### src/design/kle_pkg.sv
package kle_pkg;

  // Config register indexes
  localparam logic [1:0] REG_MESSAGE_LENGTH = 2'd0;
  localparam logic [1:0] REG_KEY_LOW        = 2'd1;
  localparam logic [1:0] REG_KEY_HIGH       = 2'd2;
  localparam logic [1:0] REG_KEY_LENGTH     = 2'd3;

  localparam int CFG_ADDR_W = 2;
  localparam int CFG_DATA_W = 64;

  // Stream byte that holds the header length
  localparam logic [7:0] HDR_LEN_POS   = 8'd10;
  // Last bit index of a byte
  localparam logic [2:0] LAST_BIT      = 3'd7;

  typedef enum logic [4:0] {
    PH_HEADER = 5'b00001,
    PH_LENGTH = 5'b00010,
    PH_SKIP   = 5'b00100,
    PH_BITS   = 5'b01000,
    PH_DONE   = 5'b10000
  } phase_t;

  typedef struct packed {
    logic [7:0]   message_length;
    logic [127:0] key;            // key byte k in bits 8k+7..8k
    logic [4:0]   key_length;
  } kle_cfg_t;

  typedef struct packed {
    logic       embed_done;
    logic       message_taken;
    logic [7:0] stego_byte;
  } kle_res_t;

endpackage

### src/design/kle_cfg.sv
module kle_cfg (
  input  logic                              clk,
  input  logic                              rst_n,
  input  logic                              cfg_we,
  input  logic [kle_pkg::CFG_ADDR_W-1:0]    cfg_addr,
  input  logic [kle_pkg::CFG_DATA_W-1:0]    cfg_wdata,
  output kle_pkg::kle_cfg_t                 cfg
);
  import kle_pkg::*;

  logic [7:0]  msg_len_r;
  logic [63:0] key_low_r;
  logic [63:0] key_high_r;
  logic [4:0]  key_len_r;

  always_ff @(posedge clk) begin
    if (!rst_n) begin
      msg_len_r  <= '0;
      key_low_r  <= '0;
      key_high_r <= '0;
      key_len_r  <= '0;
    end else if (cfg_we) begin
      unique case (cfg_addr)
        REG_MESSAGE_LENGTH: msg_len_r  <= cfg_wdata[7:0];
        REG_KEY_LOW:        key_low_r  <= cfg_wdata;
        REG_KEY_HIGH:       key_high_r <= cfg_wdata;
        REG_KEY_LENGTH:     key_len_r  <= cfg_wdata[4:0];
        default: ;
      endcase
    end
  end

  assign cfg.message_length = msg_len_r;
  assign cfg.key            = {key_high_r, key_low_r};
  assign cfg.key_length     = key_len_r;

endmodule

### src/design/kle_core.sv
module kle_core #(
  parameter int KEY_BYTES = 16
) (
  input  logic              clk,
  input  logic              rst_n,
  input  logic              step,      // item accepted this cycle
  input  logic [7:0]        image_byte,
  input  logic [7:0]        message_byte,
  input  kle_pkg::kle_cfg_t cfg,
  output kle_pkg::kle_res_t res
);
  import kle_pkg::*;

  localparam int KIDX_W = (KEY_BYTES > 1) ? $clog2(KEY_BYTES) : 1;

  phase_t            phase_r,  phase_nxt;
  logic [7:0]        bpos_r,   bpos_nxt;
  logic [7:0]        hlen_r,   hlen_nxt;
  logic [7:0]        skip_r,   skip_nxt;
  logic [2:0]        bidx_r,   bidx_nxt;
  logic [7:0]        shift_r,  shift_nxt;
  logic [7:0]        chars_r,  chars_nxt;
  logic [KIDX_W-1:0] kidx_r,   kidx_nxt;

  // Next-character setup
  logic [4:0]        n_eff;
  logic [KIDX_W-1:0] ki0;
  logic [KIDX_W:0]   ki1;
  logic [KIDX_W-1:0] sn_kidx;
  logic [7:0]        sn_skip;
  phase_t            sn_phase;

  logic [7:0] hl_eff;
  logic [8:0] p_inc;
  logic [7:0] b;
  logic [7:0] chars_inc;
  logic [7:0] skip_dec;

  always_comb begin
    n_eff = (cfg.key_length > 5'(KEY_BYTES)) ? 5'(KEY_BYTES) : cfg.key_length;
    ki0   = (5'(kidx_r) >= n_eff) ? '0 : kidx_r;
    ki1   = {1'b0, ki0} + (KIDX_W+1)'(1);
    if (n_eff != '0) begin
      sn_skip = cfg.key[{4'(ki0), 3'b000} +: 8];
      sn_kidx = (5'(ki1) >= n_eff) ? '0 : ki1[KIDX_W-1:0];
    end else begin
      sn_skip = '0;
      sn_kidx = kidx_r;
    end
    sn_phase = (sn_skip != '0) ? PH_SKIP : PH_BITS;
  end

  assign hl_eff    = (bpos_r == HDR_LEN_POS) ? image_byte : hlen_r;
  assign p_inc     = {1'b0, bpos_r} + 9'd1;
  assign b         = (bidx_r == '0) ? message_byte : shift_r;
  assign chars_inc = chars_r + 8'd1;
  assign skip_dec  = skip_r - 8'd1;

  always_comb begin
    phase_nxt = phase_r;
    bpos_nxt  = bpos_r;
    hlen_nxt  = hlen_r;
    skip_nxt  = skip_r;
    bidx_nxt  = bidx_r;
    shift_nxt = shift_r;
    chars_nxt = chars_r;
    kidx_nxt  = kidx_r;
    res.stego_byte    = image_byte;
    res.message_taken = 1'b0;

    unique case (phase_r)
      PH_HEADER: begin
        hlen_nxt = hl_eff;
        if (bpos_r >= HDR_LEN_POS && p_inc >= {1'b0, hl_eff}) begin
          bidx_nxt  = '0;
          phase_nxt = PH_LENGTH;
        end else begin
          bpos_nxt = p_inc[7:0];
        end
      end
      PH_LENGTH: begin
        res.stego_byte = {image_byte[7:1], cfg.message_length[bidx_r]};
        if (bidx_r == LAST_BIT) begin
          bidx_nxt = '0;
          if (chars_r >= cfg.message_length) begin
            phase_nxt = PH_DONE;
          end else begin
            skip_nxt  = sn_skip;
            kidx_nxt  = sn_kidx;
            phase_nxt = sn_phase;
          end
        end else begin
          bidx_nxt = bidx_r + 3'd1;
        end
      end
      PH_SKIP: begin
        skip_nxt = skip_dec;
        if (skip_dec == '0) begin
          bidx_nxt  = '0;
          phase_nxt = PH_BITS;
        end
      end
      PH_BITS: begin
        res.message_taken = (bidx_r == '0);
        res.stego_byte    = {image_byte[7:1], b[0]};
        shift_nxt         = {1'b0, b[7:1]};
        if (bidx_r == LAST_BIT) begin
          bidx_nxt  = '0;
          chars_nxt = chars_inc;
          if (chars_inc >= cfg.message_length) begin
            phase_nxt = PH_DONE;
          end else begin
            skip_nxt  = sn_skip;
            kidx_nxt  = sn_kidx;
            phase_nxt = sn_phase;
          end
        end else begin
          bidx_nxt = bidx_r + 3'd1;
        end
      end
      PH_DONE: ;
      default: phase_nxt = PH_DONE;
    endcase

    res.embed_done = (phase_nxt == PH_DONE);
  end

  always_ff @(posedge clk) begin
    if (!rst_n) begin
      phase_r <= PH_HEADER;
      bpos_r  <= '0;
      hlen_r  <= '0;
      skip_r  <= '0;
      bidx_r  <= '0;
      shift_r <= '0;
      chars_r <= '0;
      kidx_r  <= '0;
    end else if (step) begin
      phase_r <= phase_nxt;
      bpos_r  <= bpos_nxt;
      hlen_r  <= hlen_nxt;
      skip_r  <= skip_nxt;
      bidx_r  <= bidx_nxt;
      shift_r <= shift_nxt;
      chars_r <= chars_nxt;
      kidx_r  <= kidx_nxt;
    end
  end

endmodule

### src/design/keyed_lsb_embedder_unit.sv
// Keyed LSB embedder: hides a message in the least significant bits of an
// image byte stream. Bytes 0..10 and the rest of the header (length taken
// from byte 10) pass unchanged; the next eight bytes carry message_length in
// their LSBs, bit 0 first; then for each message byte the block passes as
// many bytes as the current key byte says (key used cyclically, key_length
// clamped to KEY_BYTES, zero means no skipping) and writes the eight message
// bits into the next eight LSBs, consuming message_byte on the first of them.
// Afterward the stream passes through and embed_done stays high. Every input
// item yields exactly one result item. Throughput is one item per clock
// while out_tready is high; the single result register also lets a new
// item in while an unread result waits when out_tready is high.
// Registers are written through cfg_we/cfg_addr/cfg_wdata and must only be
// changed while the stream is idle.
module keyed_lsb_embedder_unit #(
  parameter int KEY_BYTES = 16
) (
  input  logic                           clk,
  input  logic                           rst_n,
  // input stream
  input  logic                           in_tvalid,
  output logic                           in_tready,
  input  logic [15:0]                    in_tdata,   // [7:0] image_byte, [15:8] message_byte
  // result stream
  output logic                           out_tvalid,
  input  logic                           out_tready,
  output logic [15:0]                    out_tdata,  // [7:0] stego_byte, [8] message_taken,
                                                     // [9] embed_done, [15:10] zero
  // config write port
  input  logic                           cfg_we,
  input  logic [kle_pkg::CFG_ADDR_W-1:0] cfg_addr,
  input  logic [kle_pkg::CFG_DATA_W-1:0] cfg_wdata
);
  import kle_pkg::*;

  kle_cfg_t cfg;
  kle_res_t res;
  kle_res_t res_r;
  logic     out_valid_r;
  logic     step;

  // Take a new item whenever the result register is empty or being drained
  assign in_tready = !out_valid_r || out_tready;
  assign step      = in_tvalid && in_tready;

  kle_cfg u_cfg (
    .clk       (clk),
    .rst_n     (rst_n),
    .cfg_we    (cfg_we),
    .cfg_addr  (cfg_addr),
    .cfg_wdata (cfg_wdata),
    .cfg       (cfg)
  );

  kle_core #(
    .KEY_BYTES (KEY_BYTES)
  ) u_core (
    .clk          (clk),
    .rst_n        (rst_n),
    .step         (step),
    .image_byte   (in_tdata[7:0]),
    .message_byte (in_tdata[15:8]),
    .cfg          (cfg),
    .res          (res)
  );

  // Result register
  always_ff @(posedge clk) begin
    if (!rst_n) begin
      out_valid_r <= 1'b0;
    end else if (in_tready) begin
      out_valid_r <= in_tvalid;
    end
  end

  always_ff @(posedge clk) begin
    if (step) begin
      res_r <= res;
    end
  end

  assign out_tvalid = out_valid_r;
  assign out_tdata  = {6'b0, res_r};

endmodule

### config.mk
export PLATFORM = sky130hd
export DESIGN_NAME = keyed_lsb_embedder_unit
export DESIGN_NICKNAME = d
export VERILOG_FILES = /design/src/design/kle_pkg.sv /design/src/design/kle_cfg.sv /design/src/design/kle_core.sv /design/src/design/keyed_lsb_embedder_unit.sv
export SDC_FILE = /design/constraint.sdc
export NUM_CORES = 1
export LEC_CHECK = 0
export BUFFER_PORTS_ARGS = -buffer_cell sky130_fd_sc_hd__buf_2
export CORE_MARGIN = 3
export CORE_UTILIZATION = 35
export DETAILED_ROUTE_END_ITERATION = 7
export GPL_TIMING_DRIVEN = 0
export SETUP_SLACK_MARGIN = 0.2
export SYNTH_ARGS = -nofsm -noshare
export SYNTH_HDL_FRONTEND = slang
export SYNTH_SLANG_ARGS = --single-unit
export TNS_END_PERCENT = 5
### constraint.sdc
create_clock -name clk -period 6.9 [get_ports clk]
set_clock_uncertainty 0.05 [all_clocks]
set_input_delay 0.345 -clock clk [delete_from_list [all_inputs] [get_ports clk]]
set_output_delay 0.345 -clock clk [all_outputs]
set_load 0.01 [all_outputs]
==> summary.txt <==
Detailed routing
  – Drt pass-1 iters: 5
  – Routed wire per std cell: 18.5 microns
  – Post-Route WL: 32.9 mm
  – Met2 wire length: 14.5 mm
  – Via density: 5.31
  – Met3 wire len: 1.98 mm
  – DRC errors left: 0
  – Antenna viol nets, final: 0
  – Highest metal used: met4
  – Via count: 9470
  – M1 WL: 15.5 mm
  – First-iteration detailed-routing DRC count: 706

Cells and area
  – Antenna diodes: 0
  – Util after Layout: 42.8%
  – Multi-input gate area: 5620 sq um
  – Share of cells above drive strength 1: 13.5%
  – Final #Nets: 1519
  – Filler cells: 2893
  – Area growth syn-to-layout: 18.4%
  – Register Area: 4160 sq um
  – Fin area: 12100 sq um

CTS
  – Clock latency at the later pin of the worst-skew pair: 0.52 ns
  – CTS sink count: 203
  – Clk Tree Root Cell: clkbuf_16
  – Num CTS Buffers: 24
  – Clk slew on worst S/H paths: 0.06 ns
  – Clock tree buffer depth: 3
  – H-tree levels: 1
  – Resized Gates After CTS: 0
  – # Post-CTS Setup Buffers: 0
  – CTS tree: done

Synthesis
  – Post-Syn Area per Cell: 8.16 sq um
  – Synth Cell Area: 10200 sq um
  – Top FF cell, synth: dfxtp_1
  – Largest area contributor in the netlist: dfxtp_1
  – Synth area leaders: dfxtp_1 38%, nand2_1 11%, a21oi_1 8.8%
  – Most numerous cell in the Yosys netlist: nand2_1
  – Sequential fraction of the synthesis area: 40.7%
  – Async SR Flop Fraction: 0%
  – Synthesis-stage register bit count: 203
  – Distinct cell type count after synthesis: 68
  – Syn Inst Count: 1254
  – Post-synth EDFFs: 10
  – Post-synth top cells: 292 x nand2_1, 193 x dfxtp_1, 181 x a21oi_1
  – Synth Warn #: 0
  – Top cell type's share of synthesized area: 37.7%

Power and ir drop
  – Peak VDD IR: 0.148 mV
  – Static Leak: 4.59 nW
  – Pwr Total: 2.85 mW
  – Pwr Density: 235 nW/um^2

Worst setup path
  – CP Capture Type: flip-flop
  – Crit path cell chain: buf_2 > clkinv_1 > ha_1 > nand2b_4 > a2111o_1 > nand2_1 > buf_2 > nand2_1 > inv_1 > ha_1 > ha_1 > a21o_1 > a21o_1 > a21o_1 > a21oi_1 > and4_1 > a21oi_1 > nor2_1
  – CP Launch Type: flip-flop
  – Slowest CP cell: a2111o_1
  – Critical path arrival: 5.07 ns
  – Reg-to-reg setup timing slack: 2.21 ns
  – CP peak stage delay: 0.50 ns
  – Max Fanout on Critical Path: 10
  – Crit path kind: reg2reg
  – Worst EP required: 7.29 ns

Global route
  – Largest net degree at the start of global routing: 18
  – Vias in the first global route: 8872
  – Initial antenna violation count: 0
  – Total GRT Usage: 20.4%
  – First-pass GRT wire length: 50.2 mm
  – Total gr overflow: 0

Place
  – Buffers on Ports: 98
  – Placed cell area: 11200 sq um
  – RD Place Congestion: 0.944
  – Final HPWL DP: 24.7 mm

Floorplanning
  – Row cnt: 61
  – Core area: 28300 sq um
  – Chip height: 177 microns
  – Starting density of the core: 36.1%
  – Io pins: 105
  – Die X: 177 microns
  – Die ar.: 31300 sq um

STA
  – Worst Hold Slack: 0.0222 ns
  – Setup TNS: 0 ns
  – Slew headroom: 23.9%
  – Final Hold Vio Count: 0
  – Final period utilization: 67.9%
  – # setup viols final: 0
  – Min cycle time layout: 4.69 ns
  – Worst-margin pin slew: 1.14 ns
  – RSZ-0062 raised after global routing: false
  – Achievable Freq: 213 MHz
  – Max Slew Vio Count: 0

Worst hold path
  – Hold Path Class: in2reg

Job
  – # Max-Cap Violations: 0

Run status
  – Status: completed
path summary, 6_finish.rpt:
path	startpoint	end	depth (start not counted)
worst min-delay path	cfg_wdata[24]	u_cfg.key_high_r[24]	3
worst max-delay path	u_core.kidx_r[0]	u_core.kidx_r[0]	18
worst min register to register	u_cfg.key_low_r[51]	u_cfg.key_low_r[51]	2
worst max register to register	u_core.kidx_r[0]	u_core.kidx_r[0]	18
worst max-delay path, delay by kind of cell, from the launching register on:
kind / cells / cell delay, ns
AO/OA/AOI/OAI: 6 / 1.37
buffers and inverters: 4 / 1.10
adder cells (fa/ha/maj): 3 / 0.97
AND/OR/NAND/NOR: 5 / 0.81
flip-flops: 1 / 0.30
layer usage:
layer / vias to the layer above / track usage [%]
met4: 0 / 6.84
met5: - / 0
met2: 324 / 31.5
li1: 4631 / -
met3: 62 / 2.64
met1: 4453 / 29.6
placed cells by master, fill, tap and decap left out, types with 12 or more instances in the layout:
cell type  Yosys  routed
nand2_1      292     292
dfxtp_1      193     193
a21oi_1      181     181
buf_2         11     109
nor2_1        97      97
clkbuf_1      65      71
ha_1          42      42
mux2i_1       37      37
inv_1         26      26
clkbuf_16      0      26
o21ai_0       25      25
nand3_1       23      23
xnor2_1       18      18
mux4_2        16      16
a211oi_1      16      16
nor3_1        15      15
nand2b_1      13      13
xor2_1        12      12
flip-flops by register name, summed over array words and instances, names as in the netlist, 4 cells and up:
name              flops
u_core.phase_r        5
u_core.kidx_r         4
u_cfg.key_low_r      64
u_cfg.msg_len_r       8
u_core.bpos_r         8
u_core.shift_r        7
u_cfg.key_high_r     64
u_core.chars_r        8
out_tdata            10
u_core.skip_r         8
u_cfg.key_len_r       5
u_core.hlen_r         8
stage by stage:
stage,instances,setup slack [ns]
2_1_floorplan,1259,3.12
3_3_place_gp,1735,2.30
3_5_place_dp,1735,2.30
4_1_cts,1783,2.29
5_1_grt,1783,1.91
6_report,1783,2.21
kinds of logic after synthesis:
family / synth area share, %
xor+xnor: 2.57
other cells: 0.0366
buf+inv: 4.64
mux: 8.13
fa+ha+maj: 5.13
flops: 40.7
simple gates: 20.6
compound gates: 18.2
layout make-up:
type                            count  area share [%]
Clock inverter                      5           0.847
Timing Repair Buffer              105            4.63
Tap cell                          378            3.90
Multi-Input combinational cell    941            46.3
Buffer                             85            2.99
Sequential cell                   203            34.4
Clock buffer                       36            6.01
Inverter                           30           0.929
timing repair:
action | 4_1_cts | 5_1_grt
hold endpoints to repair | 7 | 0
endpoints found under the setup margin | 0 | 0
hold buffers | 7 | 0
report_power, final:
group / switching [mW] / total (mW) / leakage (nW) / internal (mW)
clock network: 0.499 / 1.34 / 0.403 / 0.836
logic: 0.166 / 0.266 / 2.52 / 0.100
registers: 0.0277 / 1.25 / 1.66 / 1.22
(Power assumes the default switching activity.)
